[src/rtl/core/nmiirq_pkg.sv]
// Package for the NMI / H-V timer IRQ unit: field widths, codes, reset values
// and the shared item and result types. No dependencies.
package nmiirq_pkg;

   localparam int unsigned KIND_W   = 3;
   localparam int unsigned BYTE_W   = 8;
   localparam int unsigned VCOUNT_W = 9;
   localparam int unsigned HCOUNT_W = 11;
   localparam int unsigned CSR_W    = 9;
   localparam int unsigned APB_DW   = 32;
   localparam int unsigned APB_AW   = 4;

   localparam int unsigned EN_HIRQ_BIT = 4;
   localparam int unsigned EN_VIRQ_BIT = 5;
   localparam int unsigned EN_NMI_BIT  = 7;

   localparam logic [CSR_W-1:0] DISPLAY_HEIGHT_RST = CSR_W'(225);
   localparam logic [CSR_W-1:0] VIRQ_LINE_RST     = CSR_W'(511);
   localparam logic [CSR_W-1:0] HIRQ_DOT_RST      = CSR_W'(511);

   typedef enum logic [KIND_W-1:0] {
      KIND_TICK     = 3'd0,
      KIND_WRITE    = 3'd1,
      KIND_NMI_READ = 3'd2,
      KIND_IRQ_READ = 3'd3,
      KIND_NMI_TEST = 3'd4,
      KIND_IRQ_TEST = 3'd5
   } kind_type;

   typedef enum logic [1:0] {
      REG_DISPLAY_HEIGHT = 2'd0,
      REG_VIRQ_LINE      = 2'd1,
      REG_HIRQ_DOT       = 2'd2
   } reg_index_type;

   typedef struct packed {
      logic [KIND_W-1:0]   kind;
      logic [BYTE_W-1:0]   write_byte;
      logic [VCOUNT_W-1:0] vertical_count_late2;
      logic [VCOUNT_W-1:0] vertical_count_late10;
      logic [HCOUNT_W-1:0] horizontal_count_late10;
      logic                cpu_irq_request;
      logic                cpu_irq_disable;
   } item_type;

   typedef struct packed {
      logic answer_bit;
      logic wake_cpu;
      logic irq_lock_pulse;
   } result_type;

   typedef struct packed {
      logic nmi_enabled;
      logic hpos_irq_enabled;
      logic vpos_irq_enabled;
      logic timer_irq_enabled;
      logic nmi_valid;
      logic nmi_line;
      logic nmi_hold;
      logic nmi_transition;
      logic irq_valid;
      logic irq_line;
      logic irq_hold;
      logic irq_transition;
   } state_type;

endpackage

[src/rtl/core/nmiirq_req_if.sv]
// Request channel of the NMI / timer IRQ unit: valid, ready and event payload.
// Depends on nmiirq_pkg.
interface nmiirq_req_if;
   logic                                  valid;
   logic                                  ready;
   logic [nmiirq_pkg::KIND_W-1:0]         kind;
   logic [nmiirq_pkg::BYTE_W-1:0]         write_byte;
   logic [nmiirq_pkg::VCOUNT_W-1:0]       vertical_count_late2;
   logic [nmiirq_pkg::VCOUNT_W-1:0]       vertical_count_late10;
   logic [nmiirq_pkg::HCOUNT_W-1:0]       horizontal_count_late10;
   logic                                  cpu_irq_request;
   logic                                  cpu_irq_disable;

   modport source (
      output valid, kind, write_byte, vertical_count_late2, vertical_count_late10,
             horizontal_count_late10, cpu_irq_request, cpu_irq_disable,
      input  ready
   );
   modport sink (
      input  valid, kind, write_byte, vertical_count_late2, vertical_count_late10,
             horizontal_count_late10, cpu_irq_request, cpu_irq_disable,
      output ready
   );
endinterface

[src/rtl/core/nmiirq_rsp_if.sv]
// Response channel of the NMI / timer IRQ unit: valid, ready and result bits.
// No dependencies.
interface nmiirq_rsp_if;
   logic valid;
   logic ready;
   logic answer_bit;
   logic wake_cpu;
   logic irq_lock_pulse;

   modport source (
      output valid, answer_bit, wake_cpu, irq_lock_pulse,
      input  ready
   );
   modport sink (
      input  valid, answer_bit, wake_cpu, irq_lock_pulse,
      output ready
   );
endinterface

[src/rtl/core/nmi_irq_timer_interrupt_unit.sv]
// NMI and H/V position timer IRQ unit of a console CPU.
// Depends on nmiirq_pkg, nmiirq_req_if and nmiirq_rsp_if.
// An accepted transaction is held in the input register, and its result then in the output register that drives rsp.
// Throughput: one transaction per cycle; while rsp is stalled the input register takes one
// more transaction, then req ready drops until the waiting result is taken.
// Reset (synchronous): clears all flags, loads the register defaults, empties both stages.
module nmi_irq_timer_interrupt_unit (
   input  logic                                clock,
   input  logic                                reset,
   nmiirq_req_if.sink                          req_if,
   nmiirq_rsp_if.source                        rsp_if,
   input  logic                                psel,
   input  logic                                penable,
   input  logic                                pwrite,
   input  logic [nmiirq_pkg::APB_AW-1:0]       paddr,
   input  logic [nmiirq_pkg::APB_DW-1:0]       pwdata,
   output logic [nmiirq_pkg::APB_DW-1:0]       prdata,
   output logic                                pready
);
   import nmiirq_pkg::*;

   logic [CSR_W-1:0]  display_height_ff;
   logic [CSR_W-1:0]  virq_line_ff;
   logic [CSR_W-1:0]  hirq_dot_ff;
   reg_index_type     csr_index;
   logic              csr_write;

   logic              s1_valid_ff;
   item_type          s1_item_ff;
   logic              out_valid_ff;
   result_type        out_result_ff;
   state_type         state_ff;

   state_type         state_in;
   result_type        result_in;
   logic              advance;
   logic              nmi_valid_now;
   logic              irq_cond;
   logic [HCOUNT_W:0] h_target;

   assign pready    = 1'b1;
   assign csr_index = reg_index_type'(paddr[APB_AW-1:2]);
   assign csr_write = psel && penable && pwrite;

   always_comb begin
      prdata = '0;
      case (csr_index)
         REG_DISPLAY_HEIGHT: prdata = APB_DW'(display_height_ff);
         REG_VIRQ_LINE:      prdata = APB_DW'(virq_line_ff);
         REG_HIRQ_DOT:       prdata = APB_DW'(hirq_dot_ff);
         default:            prdata = '0;
      endcase
   end

   assign advance       = !out_valid_ff || rsp_if.ready;
   assign req_if.ready  = !s1_valid_ff || advance;

   assign rsp_if.valid          = out_valid_ff;
   assign rsp_if.answer_bit     = out_result_ff.answer_bit;
   assign rsp_if.wake_cpu       = out_result_ff.wake_cpu;
   assign rsp_if.irq_lock_pulse = out_result_ff.irq_lock_pulse;

   assign h_target      = {({1'b0, hirq_dot_ff} + (CSR_W+1)'(1)), 2'b00};
   assign nmi_valid_now = s1_item_ff.vertical_count_late2 >= display_height_ff;
   assign irq_cond      = state_ff.timer_irq_enabled
      && (!state_ff.vpos_irq_enabled || s1_item_ff.vertical_count_late10 == virq_line_ff)
      && (!state_ff.hpos_irq_enabled
          || {1'b0, s1_item_ff.horizontal_count_late10} == h_target);

   always_comb begin
      state_in  = state_ff;
      result_in = '0;
      case (kind_type'(s1_item_ff.kind))
         KIND_TICK: begin
            if (state_ff.nmi_hold) begin
               state_in.nmi_hold = 1'b0;
               if (state_ff.nmi_enabled) state_in.nmi_transition = 1'b1;
            end
            if (nmi_valid_now != state_ff.nmi_valid) begin
               state_in.nmi_valid = nmi_valid_now;
               state_in.nmi_line  = nmi_valid_now;
               if (nmi_valid_now) state_in.nmi_hold = 1'b1;
            end
            state_in.irq_hold = 1'b0;
            if (state_ff.irq_line && state_ff.timer_irq_enabled) begin
               state_in.irq_transition = 1'b1;
            end
            if (!state_ff.irq_valid && irq_cond) begin
               state_in.irq_line = 1'b1;
               state_in.irq_hold = 1'b1;
            end
            state_in.irq_valid = irq_cond;
         end
         KIND_WRITE: begin
            state_in.hpos_irq_enabled  = s1_item_ff.write_byte[EN_HIRQ_BIT];
            state_in.vpos_irq_enabled  = s1_item_ff.write_byte[EN_VIRQ_BIT];
            state_in.timer_irq_enabled = s1_item_ff.write_byte[EN_HIRQ_BIT]
                                         || s1_item_ff.write_byte[EN_VIRQ_BIT];
            if (s1_item_ff.write_byte[EN_VIRQ_BIT] && !s1_item_ff.write_byte[EN_HIRQ_BIT]
                && state_ff.irq_line) begin
               state_in.irq_transition = 1'b1;
            end else if (!state_in.timer_irq_enabled) begin
               state_in.irq_line       = 1'b0;
               state_in.irq_transition = 1'b0;
            end
            if (!state_ff.nmi_enabled && s1_item_ff.write_byte[EN_NMI_BIT]
                && state_ff.nmi_line) begin
               state_in.nmi_transition = 1'b1;
            end
            state_in.nmi_enabled     = s1_item_ff.write_byte[EN_NMI_BIT];
            result_in.irq_lock_pulse = 1'b1;
         end
         KIND_NMI_READ: begin
            result_in.answer_bit = state_ff.nmi_line;
            if (!state_ff.nmi_hold) state_in.nmi_line = 1'b0;
         end
         KIND_IRQ_READ: begin
            result_in.answer_bit = state_ff.irq_line;
            if (!state_ff.irq_hold) begin
               state_in.irq_line       = 1'b0;
               state_in.irq_transition = 1'b0;
            end
         end
         KIND_NMI_TEST: begin
            if (state_ff.nmi_transition) begin
               state_in.nmi_transition = 1'b0;
               result_in.wake_cpu      = 1'b1;
               result_in.answer_bit    = 1'b1;
            end
         end
         KIND_IRQ_TEST: begin
            if (state_ff.irq_transition || s1_item_ff.cpu_irq_request) begin
               state_in.irq_transition = 1'b0;
               result_in.wake_cpu      = 1'b1;
               result_in.answer_bit    = !s1_item_ff.cpu_irq_disable;
            end
         end
         default: begin
            state_in  = state_ff;
            result_in = '0;
         end
      endcase
   end

   always_ff @(posedge clock) begin
      if (reset) begin
         display_height_ff <= DISPLAY_HEIGHT_RST;
         virq_line_ff      <= VIRQ_LINE_RST;
         hirq_dot_ff       <= HIRQ_DOT_RST;
      end else if (csr_write) begin
         case (csr_index)
            REG_DISPLAY_HEIGHT: display_height_ff <= pwdata[CSR_W-1:0];
            REG_VIRQ_LINE:      virq_line_ff      <= pwdata[CSR_W-1:0];
            REG_HIRQ_DOT:       hirq_dot_ff       <= pwdata[CSR_W-1:0];
            default: begin
            end
         endcase
      end
   end

   always_ff @(posedge clock) begin
      if (reset) begin
         s1_valid_ff  <= 1'b0;
         out_valid_ff <= 1'b0;
         state_ff     <= '0;
      end else begin
         if (req_if.ready) s1_valid_ff <= req_if.valid;
         if (advance) begin
            out_valid_ff <= s1_valid_ff;
            if (s1_valid_ff) state_ff <= state_in;
         end
      end
   end

   always_ff @(posedge clock) begin
      if (req_if.ready && req_if.valid) begin
         s1_item_ff.kind                    <= req_if.kind;
         s1_item_ff.write_byte              <= req_if.write_byte;
         s1_item_ff.vertical_count_late2    <= req_if.vertical_count_late2;
         s1_item_ff.vertical_count_late10   <= req_if.vertical_count_late10;
         s1_item_ff.horizontal_count_late10 <= req_if.horizontal_count_late10;
         s1_item_ff.cpu_irq_request         <= req_if.cpu_irq_request;
         s1_item_ff.cpu_irq_disable         <= req_if.cpu_irq_disable;
      end
      if (advance && s1_valid_ff) out_result_ff <= result_in;
   end

endmodule
[src/flat_wrapper.sv]
// flat-port wrapper written by rule: the top's interface ports become plain ports
module nmi_irq_timer_interrupt_unit_flat import nmiirq_pkg::*;
  (clock, reset, psel, penable, pwrite, paddr, pwdata, prdata, pready, req_if_valid, req_if_kind, req_if_write_byte, req_if_vertical_count_late2, req_if_vertical_count_late10, req_if_horizontal_count_late10, req_if_cpu_irq_request, req_if_cpu_irq_disable, req_if_ready, rsp_if_valid, rsp_if_answer_bit, rsp_if_wake_cpu, rsp_if_irq_lock_pulse, rsp_if_ready);
  nmiirq_req_if req_if_i ();
  nmiirq_rsp_if rsp_if_i ();
  input  logic clock;
  input  logic reset;
  input  logic psel;
  input  logic penable;
  input  logic pwrite;
  input  logic [nmiirq_pkg::APB_AW-1:0] paddr;
  input  logic [nmiirq_pkg::APB_DW-1:0] pwdata;
  output logic [nmiirq_pkg::APB_DW-1:0] prdata;
  output logic pready;
  input wire logic [$bits(req_if_i.valid)-1:0] req_if_valid;
  input wire logic [$bits(req_if_i.kind)-1:0] req_if_kind;
  input wire logic [$bits(req_if_i.write_byte)-1:0] req_if_write_byte;
  input wire logic [$bits(req_if_i.vertical_count_late2)-1:0] req_if_vertical_count_late2;
  input wire logic [$bits(req_if_i.vertical_count_late10)-1:0] req_if_vertical_count_late10;
  input wire logic [$bits(req_if_i.horizontal_count_late10)-1:0] req_if_horizontal_count_late10;
  input wire logic [$bits(req_if_i.cpu_irq_request)-1:0] req_if_cpu_irq_request;
  input wire logic [$bits(req_if_i.cpu_irq_disable)-1:0] req_if_cpu_irq_disable;
  output wire logic [$bits(req_if_i.ready)-1:0] req_if_ready;
  output wire logic [$bits(rsp_if_i.valid)-1:0] rsp_if_valid;
  output wire logic [$bits(rsp_if_i.answer_bit)-1:0] rsp_if_answer_bit;
  output wire logic [$bits(rsp_if_i.wake_cpu)-1:0] rsp_if_wake_cpu;
  output wire logic [$bits(rsp_if_i.irq_lock_pulse)-1:0] rsp_if_irq_lock_pulse;
  input wire logic [$bits(rsp_if_i.ready)-1:0] rsp_if_ready;
  assign req_if_i.valid = req_if_valid;
  assign req_if_i.kind = req_if_kind;
  assign req_if_i.write_byte = req_if_write_byte;
  assign req_if_i.vertical_count_late2 = req_if_vertical_count_late2;
  assign req_if_i.vertical_count_late10 = req_if_vertical_count_late10;
  assign req_if_i.horizontal_count_late10 = req_if_horizontal_count_late10;
  assign req_if_i.cpu_irq_request = req_if_cpu_irq_request;
  assign req_if_i.cpu_irq_disable = req_if_cpu_irq_disable;
  assign req_if_ready = req_if_i.ready;
  assign rsp_if_valid = rsp_if_i.valid;
  assign rsp_if_answer_bit = rsp_if_i.answer_bit;
  assign rsp_if_wake_cpu = rsp_if_i.wake_cpu;
  assign rsp_if_irq_lock_pulse = rsp_if_i.irq_lock_pulse;
  assign rsp_if_i.ready = rsp_if_ready;
  nmi_irq_timer_interrupt_unit u_core (.clock(clock), .reset(reset), .req_if(req_if_i), .rsp_if(rsp_if_i), .psel(psel), .penable(penable), .pwrite(pwrite), .paddr(paddr), .pwdata(pwdata), .prdata(prdata), .pready(pready));
endmodule
[config.mk]
export PLATFORM = sky130hd
export DESIGN_NAME = nmi_irq_timer_interrupt_unit_flat
export DESIGN_NICKNAME = d
export VERILOG_FILES = /design/src/rtl/core/nmiirq_pkg.sv /design/src/rtl/core/nmiirq_req_if.sv /design/src/rtl/core/nmiirq_rsp_if.sv /design/src/rtl/core/nmi_irq_timer_interrupt_unit.sv /design/src/flat_wrapper.sv
export SDC_FILE = /design/constraint.sdc
export NUM_CORES = 1
export LEC_CHECK = 0
export ABC_AREA = 1
export BUFFER_PORTS_ARGS = -buffer_cell sky130_fd_sc_hd__buf_2
export CORE_UTILIZATION = 55
export DETAILED_ROUTE_END_ITERATION = 16
export PLACE_DENSITY = 0.85
export SYNTH_ARGS = -nofsm -noshare
export SYNTH_HDL_FRONTEND = slang
export SYNTH_SLANG_ARGS = --single-unit
export TNS_END_PERCENT = 30
[constraint.sdc]
create_clock -name clock -period 3.5 [get_ports clock]
set_input_delay 0.35 -clock clock [delete_from_list [all_inputs] [get_ports clock]]
set_output_delay 0.35 -clock clock [all_outputs]
set_load 0.005 [all_outputs]
==> metrics.yaml, run 1 <==
synth-compound-area-share_pct: 11.4
mostFrequentLayoutCell: "nand2_1"
finalCriticalPeriod_ns: 2.62
rsz0062_at_grt: "false"
vias: 3238
place_congestion: 0.929
drv_slew: 0
insertion_delay_ns: 0.35
cp-end-kind: "flip-flop"
r2r_end: "u_core.state_ff[6]$_SDFFE_PP0P_"
dp.cells: 608
dpl.hpwl_um: 6030
routed_wl_um: 8170
synth_top_family_by_area: "simple AND/OR/NAND/NOR gates"
maxSlewHeadroom_pct: 33.5
hold_depth: 1
synth_cells: 452
holdPathEnd: "u_core.s1_item_ff[0]$_DFFE_PP_"
met2_wirelength_um: 3910
diodes: 0
worstSetupStartpointType: "flip-flop"
crit_path_max_fanout: 3
cts_buffers: 9
synth_flop_cell: "dfxtp_1"
viasPerCell: 5.19
coreArea_mm2: 0.00687
hold_slack_ns: 0.165
grtUsageTotal_pct: 23.2
fin_cells: 624
synth_largest_area_cell: "edfxtp_1"
layout_common_cells: "nand2_1, buf_2, inv_1"
grt_overflow_total: 0
cp_common_cell: "nand2_1"
cts_root_buf: "clkbuf_8"
fin_tns_setup_ns: 0
setup_viol: 0
ant_nets: 0
syn_area_per_cell_um2: 8.74
drv_cap: 0
cp.required_ns: 3.74
synthAdderAreaFrac_pct: 3.49
htreeDepth: 3
final_hold_viol_count: 0
worstReg2RegStart: "u_core.s1_item_ff[24]$_DFFE_PP_"
ys_top_cells_by_area: "edfxtp_1, dfxtp_1, nand2_1, inv_1, buf_4"
dr_wl_met3_um: 550
outcome: "completed"
worstMarginPinSlew_ns: 0.996
die_w_um: 86.7
cts_setup_buffers: 0
final-seq-area_mm2: 0.00202
max_freq_ghz: 0.382
grt_pass1_vias: 2976
synth_warnings: 0
synth_edf_count: 40
synthXorXnorAreaFrac_pct: 3.33
antenna_found_initial: 0
cts_sinks: 81
hp-start: "req_if_cpu_irq_disable"
hold_path.class: "in2reg"
fin_nets: 619
path_clk_slew_ns: 0.09
cpPeakStageDelay_ns: 0.40
ctsResizeCount: 0
ff2ff_setup_slack_ns: 0.88
p_leak_nw: 2.09
drt_iter0_drc: 196
first_pass_iters: 5
grt_max_degree: 38
synthesis.area_mm2: 0.00395
r2r_cells: 16
synthSimpleGateAreaFrac_pct: 18.7
cts_hold_buf: 0
die_area_mm2: 0.00752
io_pins: 123
skew_ns: 0.00668
async_flop_share_pct: 0
start_util_pct: 57.5
tritoncts: "yes"
fillers: 561
crit_chain: "ha_1 -> a21oi_1 -> o211ai_1 -> nand3_1 -> nand2_1 -> nand3_1 -> nand2_1 -> nand2_1 -> nand2_1 -> nand2_1 -> nand2_1 -> ha_1 -> a221oi_1 -> o21ai_0 -> nand2_1 -> a21oi_1"
finalCritPeriodShare_pct: 74.9
ys_seq_area_share_pct: 51.2
rows: 30
port_buffers: 68
muxShareOfSynthArea_pct: 0
multiInputGateArea_mm2: 0.00155
wl_met1_um: 3580
ys_ff_latch: 81
powerDensity_mw_per_mm2: 463
ir_drop_mv: 0.330
cts_buffer_depth: 2
cp_slowest_cell: "a221oi_1"
synth_top_area_share_pct: 30.4
top_layer_used: "met4"
fp.dieH_um: 86.7
arrival_ns: 2.86
yosysUniqueCellTypes: 32
syn2layout_area_growth_pct: 14.8
drc: 0
crit_type: "reg2reg"
wire_per_inst_um: 13.1
grt_pass1_wl_um: 13200
drive_gt1_share_pct: 18.4
Yosys cell counts, types with 3 or more instances:
cell and number:
o21ai_0 19, buf_4 26, ha_1 11, xor2_1 7, nor2_2 6, a21oi_1 24
dfxtp_1 41, nand2_1 96, nand3_1 31, edfxtp_1 40, nand4_1 3, nor3_1 3
inv_1 63, o211ai_1 15, o221ai_1 7, nor2_1 30, xnor2_1 8
through the flow:
| step | cell area [um^2] | worst slack, ns | util, % | power, mW |
|---|---|---|---|---|
| after floorplan | 4030 | 1.27 | - | 1.22 |
| after global placement | 4290 | 1.04 | 62.4 | 1.27 |
| after detailed placement | 4290 | 0.938 | 62.4 | 1.28 |
| after CTS | 4530 | 0.928 | 66.0 | 2.11 |
| after global routing | 4530 | 0.760 | 66.0 | 2.19 |
| final | 4530 | 0.880 | 66.0 | 2.10 |
worst max-delay path: cells and delay by family (launching register included):
family / cells / cell delay [ns]
compound gates: 5 / 0.88
fa+ha+maj: 2 / 0.62
simple gates: 9 / 0.62
flops: 1 / 0.39
power by group:
group          switching, mW  internal, mW
clock network          0.353         0.482
registers             0.0224          1.04
logic                  0.124        0.0814
sequential cells by signal (all words and copies together), names as in the netlist:
| name | cells |
|---|---|
| u_core.display_height_ff | 9 |
| u_core.hirq_dot_ff | 9 |
| u_core.rsp_if.answer_bit | 1 |
| u_core.rsp_if.irq_lock_pulse | 1 |
| u_core.rsp_if.valid | 1 |
| u_core.rsp_if.wake_cpu | 1 |
| u_core.s1_item_ff | 37 |
| u_core.s1_valid_ff | 1 |
| u_core.state_ff | 12 |
| u_core.virq_line_ff | 9 |
worst max-delay path by stage:
stage               depth (start not counted)  slack (ns)                            start                         endpoint
floorplan                                  16        1.27  u_core.s1_item_ff[24]$_DFFE_PP_  u_core.state_ff[6]$_SDFFE_PP0P_
global placement                           16        1.04  u_core.s1_item_ff[24]$_DFFE_PP_  u_core.state_ff[6]$_SDFFE_PP0P_
detailed placement                         16        0.94  u_core.s1_item_ff[24]$_DFFE_PP_  u_core.state_ff[6]$_SDFFE_PP0P_
CTS                                        16        0.93  u_core.s1_item_ff[24]$_DFFE_PP_  u_core.state_ff[6]$_SDFFE_PP0P_
global route                               16        0.76  u_core.s1_item_ff[24]$_DFFE_PP_  u_core.state_ff[6]$_SDFFE_PP0P_
finish                                     16        0.88  u_core.s1_item_ff[24]$_DFFE_PP_  u_core.state_ff[6]$_SDFFE_PP0P_
routing by layer:
layer / vias up / GRT usage, %
met1: 1487 / 29.3
met5: - / 0
li1: 1597 / -
met4: 0 / 8.64
met3: 12 / 5.71
met2: 142 / 38.7
area by class of cell:
class,count,area share (%)
Sequential cell,81,44.6
Multi-Input combinational cell,297,34.1
Timing Repair Buffer,70,7.84
Inverter,64,5.30
Clock buffer,9,2.73
Clock inverter,7,2.73
Tap cell,96,2.65
cells by family (layout without fill, tap and decap cells):
family | Yosys count | count (layout)
AO/OA/AOI/OAI | 73 | 73
XOR/XNOR | 15 | 15
adder cells (fa/ha/maj) | 11 | 11
buffers and inverters | 96 | 150
flip-flops | 81 | 81
other | 2 | 24
AND/OR/NAND/NOR | 174 | 174
Power figures use the tool's default switching activity.
==> run 2: changes to the inputs <==
--- a/config.mk
+++ b/config.mk
@@ -5,11 +5,11 @@
 export SDC_FILE = /design/constraint.sdc
 export NUM_CORES = 1
 export LEC_CHECK = 0
-export ABC_AREA = 1
+export ABC_AREA = 0
 export BUFFER_PORTS_ARGS = -buffer_cell sky130_fd_sc_hd__buf_2
-export CORE_UTILIZATION = 55
+export CORE_UTILIZATION = 46
 export DETAILED_ROUTE_END_ITERATION = 16
-export PLACE_DENSITY = 0.85
+export PLACE_DENSITY = 0.76
 export SYNTH_ARGS = -nofsm -noshare
 export SYNTH_HDL_FRONTEND = slang
 export SYNTH_SLANG_ARGS = --single-unit
==> constraint.sdc (replaced) <==
create_clock -name clock -period 2.34 [get_ports clock]
set_input_delay 0.234 -clock clock [delete_from_list [all_inputs] [get_ports clock]]
set_output_delay 0.234 -clock clock [all_outputs]
set_load 0.005 [all_outputs]
==> metrics.yaml, run 2 <==
outcome: "finished with violations"
violations: "negative setup slack"
dp_slack_ns: -0.381  # -1.32 ns
start_util_pct: 47.6  # -9.9 points
drv_cap: 0  # unchanged
cts_buffers: 9  # unchanged
arrival_ns: 2.92  # +0.06 ns
path_buf_inv: 1  # +1
worstSetupStartpointType: "flip-flop"
yosys-top-cells-count: "nand2_1, dfxtp_1, edfxtp_1"
synth_top_area_share_pct: 30.6  # +0.14 points
pwr-share-clk_pct: 34.7  # -5.1 points
grt_overflow_total: 0  # unchanged
syn_area_per_cell_um2: 10.2  # +17%
drt_iter0_drc: 137  # -30%
tritoncts: "yes"
drive_gt1_share_pct: 23.9  # +5.6 points
io_pins: 123  # unchanged
powerDensity_mw_per_mm2: 616  # +33%
yosysUniqueCellTypes: 53  # +66%
insertion_delay_ns: 0.35  # about the same
crit_path_max_fanout: 2  # -1
max_freq_ghz: 0.369  # -3.2%
final_hold_viol_count: 0  # unchanged
ys_seq_area_share_pct: 51.4  # +0.23 points
cp_top_family: "compound AO/OA/AOI/OAI gates"
synth_warnings: 0  # unchanged
grt_pass1_vias: 2887  # -3.0%
antenna_found_initial: 0  # unchanged
synth_most_common_cell: "nand2_1"
diodes: 0  # unchanged
hold_path.class: "in2reg"
p_leak_nw: 1.96  # -6.1%
synth_largest_area_cell: "edfxtp_1"
rows: 33  # +10%
crit_chain: "inv_1 -> ha_1 -> nand2b_4 -> a21o_1 -> a21oi_2 -> nor2b_1 -> o2111ai_1 -> a21boi_1 -> o21ai_1 -> nand2b_1 -> ha_4 -> mux2_4 -> o41ai_4 -> a21oi_1"
cts_buffer_depth: 2  # unchanged
ys_ff_latch: 81  # unchanged
cpPeakStageDelay_ns: 0.36  # -0.04 ns
htreeDepth: 3  # unchanged
finalCritPeriodShare_pct: 116  # +41 points
grt_max_degree: 38  # unchanged
largest_reg_flops: 37  # unchanged
crit_type: "reg2reg"
vias: 2970  # -8.3%
post-route-util_pct: 56.0  # -9.9 points
share_seq_of_total_power_pct: 55.4  # +5.0 points
synth_edf_count: 40  # unchanged
mostFrequentLayoutCell: "buf_2"
syn2layout_area_growth_pct: 17.7
fin_nets: 559  # -9.7%
layout_common_cells: "buf_2, nand2_1, dfxtp_1"
pwr-share-comb_pct: 9.9  # about the same
dpl.hpwl_um: 5990  # -0.73%
cts_sinks: 81  # unchanged
reg_top3: "u_core.s1_item_ff: 37 flops, u_core.state_ff: 12 flops"
place_congestion: 0.870  # -6.3%
rsz0062_at_grt: "true"
coreArea_mm2: 0.00826  # +20%
cp.required_ns: 2.55  # -1.19 ns
async_flop_share_pct: 0  # unchanged
grt_pass1_wl_um: 13400  # +1.2%
viasPerCell: 5.18  # -0.11%
maxSlewHeadroom_pct: 47.5  # +14 points
die_w_um: 94.4  # +8.9%
routed_wl_um: 8260  # +1.2%
synth_cells: 384  # -15%
port_buffers: 68  # unchanged
fin_tns_setup_ns: -0.976  # -0.976 ns
cts_root_buf: "clkbuf_8"
synth_flop_cell: "dfxtp_1"
grtUsageTotal_pct: 20.0  # -3.3 points
drc: 0  # unchanged
ant_nets: 0  # unchanged
path_clk_slew_ns: 0.08  # about the same
cp_slowest_cell: "edfxtp_1"
p_switching_mw: 0.659  # +32%
worstMarginPinSlew_ns: 0.786  # -0.210 ns
cp-end-kind: "flip-flop"
fp.dieH_um: 94.4  # +8.9%
wire_per_inst_um: 14.4  # +10%
setup_viol: 5  # +5
finalCriticalPeriod_ns: 2.71  # +0.0880 ns
ys_top_cells_by_area: "edfxtp_1, dfxtp_1, mux2i_1, nand2_1, buf_4"
synthesis.area_mm2: 0.00393  # -0.44%
ir_drop_mv: 0.368  # +12%
drv_slew: 0  # unchanged
swShare_pct: 23.1  # -0.68 points
die_area_mm2: 0.00892  # +19%
top_register: "u_core.s1_item_ff"
p_int_mw: 2.19  # +37%
first_pass_iters: 4  # -1
skew_ns: 0.0119  # +0.00524 ns
timing.final.ws_setup_ns: -0.368  # -1.25 ns
-- run 2: cell types whose count changed after synthesis, moves of 5 or more --
cell | before | now
nor2_2 | 6 | 1
o221ai_1 | 7 | 1
xnor2_1 | 8 | 13
nor2b_1 | 0 | 5
mux2i_1 | 0 | 30
nand2_1 | 96 | 54
nor2_1 | 30 | 24
clkbuf_1 | 2 | 10
o211ai_1 | 15 | 5
a21oi_1 | 24 | 10
nand3_1 | 31 | 14
nand2b_1 | 0 | 6
inv_1 | 63 | 16
-- run 2: power groups by stage --
stage          clock, mW  combinational (mW)  sequential (mW)
2_1_floorplan          0               0.191             1.60
3_3_place_gp           0               0.260             1.61
3_5_place_dp           0               0.269             1.61
4_1_cts             1.01               0.274             1.58
5_1_grt             1.08               0.318             1.59
6_report           0.990               0.283             1.58
-- run 2: through the flow --
stage	instance area (um^2)	hold slack (ns)	cells	total power [mW]
after floorplan	4020	0.333	406	1.79
after global placement	4380	0.410	557	1.87
after detailed placement	4380	0.412	557	1.88
after CTS	4590	0.0381	573	2.87
after global routing	4630	0.0248	573	2.98
final	4630	0.0549	573	2.85
-- run 2: cells by family after synthesis --
| group | share of synthesized area, % |
|---|---|
| AOI/OAI and AO/OA | 9.04 |
| xor gates and xnor gates | 4.01 |
| adders and majority gates | 3.50 |
| buffers and inverters | 7.64 |
| DFF | 51.4 |
| muxes | 8.50 |
| other | 0.191 |
| and+or+nand+nor | 15.7 |
-- run 2: worst paths after layout --
kind                                     end  cells past startpoint                         startpoint  slack, ns
max          u_core.state_ff[6]$_SDFFE_PP0P_                     14    u_core.s1_item_ff[22]$_DFFE_PP_      -0.37
min reg2reg  u_core.state_ff[5]$_SDFFE_PP0P_                      2    u_core.state_ff[5]$_SDFFE_PP0P_       0.50
max reg2reg  u_core.state_ff[6]$_SDFFE_PP0P_                     14    u_core.s1_item_ff[22]$_DFFE_PP_      -0.37
min           u_core.s1_item_ff[4]$_DFFE_PP_                      1  req_if_horizontal_count_late10[2]       0.05
-- run 2: timing repair --
action	4_1_cts	5_1_grt
endpoints found under the hold margin	0	0
setup buffers	0	0
setup endpoints to repair	5	6
resized for setup	5	5
pin swaps	1	2
hold buffers	0	0
-- run 2: cell type report --
| class | instances | area [um^2] |
|---|---|---|
| inverter | 16 | 60.1 |
| fill | 698 | 3630 |
| sequential | 81 | 2020 |
| clock buffer | 13 | 149 |
| tap | 105 | 131 |
| clock inverter | 3 | 41.3 |
| timing repair buffer | 85 | 468 |
| multi-input combinational | 270 | 1760 |
-- run 2: per-layer routing --
layer / wire length (um) / track usage, % / vias to the layer above
met5: 0 / 0 / -
met4: 238 / 10.4 / 0
met3: 482 / 4.99 / 20
met2: 4050 / 32.7 / 118
met1: 3490 / 24.2 / 1376
li1: - / - / 1456
==> run 3: changes to the inputs <==
--- a/config.mk
+++ b/config.mk
@@ -10,6 +10,7 @@
 export CORE_UTILIZATION = 46
 export DETAILED_ROUTE_END_ITERATION = 16
 export PLACE_DENSITY = 0.76
+export RECOVER_POWER = 100
 export SYNTH_ARGS = -nofsm -noshare
 export SYNTH_HDL_FRONTEND = slang
 export SYNTH_SLANG_ARGS = --single-unit
==> metrics.yaml, run 3 (same netlist as run 2, synthesis figures left out) <==
htreeDepth: 3  # unchanged
rows: 33  # unchanged
crit_chain: "inv_1 -> ha_1 -> nand2b_4 -> a21o_1 -> a21oi_2 -> nor2b_1 -> o2111ai_1 -> a21boi_1 -> o21ai_1 -> nand2b_1 -> ha_4 -> mux2_4 -> o41ai_4 -> a21oi_1"
finalPower_mw: 2.85  # about the same
setup_viol: 5  # unchanged
viasPerCell: 5.20  # +0.30%
first_pass_iters: 4  # unchanged
skew_ns: 0.0132  # +0.00129 ns
ant_nets: 0  # unchanged
dpl.hpwl_um: 5990  # unchanged
routed_wl_um: 8270  # +0.16%
vias: 2979  # +0.30%
grtUsageTotal_pct: 20.0  # unchanged
rsz0062_at_grt: "true"
cts_buffer_depth: 2  # unchanged
drt_iter0_drc: 139  # +1.5%
hold_slack_ns: 0.0552  # +0.000273 ns
holdPathEnd: "u_core.s1_item_ff[4]$_DFFE_PP_"
coreArea_mm2: 0.00826  # unchanged
timing.final.ws_setup_ns: -0.369  # -0.000797 ns
grt_overflow_total: 0  # unchanged
syn2layout_area_growth_pct: 17.0
final_hold_viol_count: 0  # unchanged
path_clk_slew_ns: 0.09  # about the same
worstSetupStartpointType: "flip-flop"
dp.cells: 557  # unchanged
antenna_found_initial: 0  # unchanged
pwr-share-clk_pct: 34.8  # about the same
grt_pass1_wl_um: 13400  # unchanged
p_switching_mw: 0.661  # +0.26%
wire_per_inst_um: 14.4  # +0.16%
diodes: 0  # unchanged
port_buffers: 68  # unchanged
cts_hold_buf: 0  # unchanged
worstReg2RegStart: "u_core.s1_item_ff[22]$_DFFE_PP_"
cp.required_ns: 2.55  # about the same
hold_path.class: "in2reg"
swShare_pct: 23.2  # +0.083 points
tritoncts: "yes"
finalCriticalPeriod_ns: 2.71  # +0.000797 ns
grt_pass1_vias: 2887  # unchanged
drv_cap: 0  # unchanged
fin_cells: 573  # unchanged
cts_root_buf: "clkbuf_8"
fp.dieH_um: 94.4  # unchanged
crit_path_max_fanout: 2  # unchanged
worstMarginPinSlew_ns: 0.961  # +0.174 ns
maxSlewHeadroom_pct: 35.9  # -12 points
mostFrequentLayoutCell: "nand2_1"
layout_common_cells: "nand2_1, buf_2, dfxtp_1"
p_leak_nw: 1.91  # -2.6%
stdcell_area_mm2: 0.00460  # -0.62%
violations: "negative setup slack"
outcome: "finished with violations"
start_util_pct: 47.6  # unchanged
worstSetupStartpoint: "u_core.s1_item_ff[22]$_DFFE_PP_"
hold_depth: 1  # unchanged
drv_slew: 0  # unchanged
crit_type: "reg2reg"
cp_slowest_cell: "edfxtp_1"
cpPeakStageDelay_ns: 0.36  # about the same
placed_area_mm2: 0.00438  # unchanged
ir_drop_mv: 0.367  # -0.32%
cp-end-kind: "flip-flop"
drc: 0  # unchanged
place_congestion: 0.870  # unchanged
r2r_cells: 14  # unchanged
insertion_delay_ns: 0.35  # about the same
share_seq_of_total_power_pct: 55.4  # about the same
p_int_mw: 2.19  # -0.21%
die_w_um: 94.4  # unchanged
max_freq_ghz: 0.369  # about the same
pwr-share-comb_pct: 9.8  # about the same
reg_top3: "u_core.s1_item_ff: 37 flops, u_core.state_ff: 12 flops"
largest_reg_flops: 37  # unchanged
powerDensity_mw_per_mm2: 620  # +0.53%
fin_tns_setup_ns: -0.969  # +0.00701 ns
finalCritPeriodShare_pct: 116  # about the same
arrival_ns: 2.92  # about the same
ff2ff_setup_slack_ns: -0.37  # about the same
drive_gt1_share_pct: 20.3  # -3.6 points
cts_sinks: 81  # unchanged
die_area_mm2: 0.00892  # unchanged
grt_max_degree: 38  # unchanged
io_pins: 123  # unchanged
top_register: "u_core.s1_item_ff"
r2r_end: "u_core.state_ff[6]$_SDFFE_PP0P_"
cts_setup_buffers: 0  # unchanged
fin_nets: 559  # unchanged
cts_buffers: 9  # unchanged
hp-start: "req_if_horizontal_count_late10[2]"
-- run 3: what timing repair did --
action / CTS / global route
endpoints found under the setup margin: 5 / 6
pin swaps: 1 / 2
resized for setup: 5 / 5
-- run 3: worst max path at each step --
stage                                 endpoint  slack (ns)  depth (start not counted)
2_1_floorplan  u_core.state_ff[6]$_SDFFE_PP0P_       -0.15                         14
3_3_place_gp   u_core.state_ff[6]$_SDFFE_PP0P_       -0.24                         14
3_5_place_dp   u_core.state_ff[6]$_SDFFE_PP0P_       -0.38                         14
4_1_cts        u_core.state_ff[6]$_SDFFE_PP0P_       -0.42                         14
5_1_grt        u_core.state_ff[6]$_SDFFE_PP0P_       -0.50                         14
6_report       u_core.state_ff[6]$_SDFFE_PP0P_       -0.37                         14
-- run 3: power groups by stage --
| stage | clock network, mW | logic, mW | registers (mW) |
|---|---|---|---|
| final | 0.991 | 0.279 | 1.58 |
| after global routing | 1.08 | 0.313 | 1.59 |
| after floorplan | 0 | 0.191 | 1.60 |
| after global placement | 0 | 0.260 | 1.61 |
| after CTS | 1.01 | 0.274 | 1.58 |
| after detailed placement | 0 | 0.269 | 1.61 |
-- run 3: final cells by class --
type,count,area [um^2]
Tap cell,105,131
Sequential cell,81,2020
Timing Repair Buffer,85,439
Inverter,16,60.1
Fill cell,706,3660
Clock inverter,3,41.3
Multi-Input combinational cell,270,1760
Clock buffer,13,149
-- run 3: per-stage QoR --
step | worst slack (ns) | util, %
after floorplan | -0.145 | -
after global placement | -0.244 | 53.0
after detailed placement | -0.381 | 53.0
after CTS | -0.419 | 55.6
after global routing | -0.499 | 55.7
final | -0.369 | 55.7
-- run 3: routing by layer --
layer / global-route usage, % / vias to the layer above / part of all wire (%)
met5: 0 / - / 0
li1: - / 1456 / -
met1: 24.2 / 1381 / 43
met4: 10.4 / 0 / 2.9
met2: 32.7 / 122 / 49
met3: 4.99 / 20 / 5.6
-- run 3: critical path: cells and delay by family (launching register included) --
family / cells / cell delay (ns)
flip-flops: 1 / 0.36
buffers and inverters: 1 / 0.07
AO/OA/AOI/OAI: 7 / 1.10
adder cells (fa/ha/maj): 2 / 0.45
multiplexers: 1 / 0.28
AND/OR/NAND/NOR: 3 / 0.32
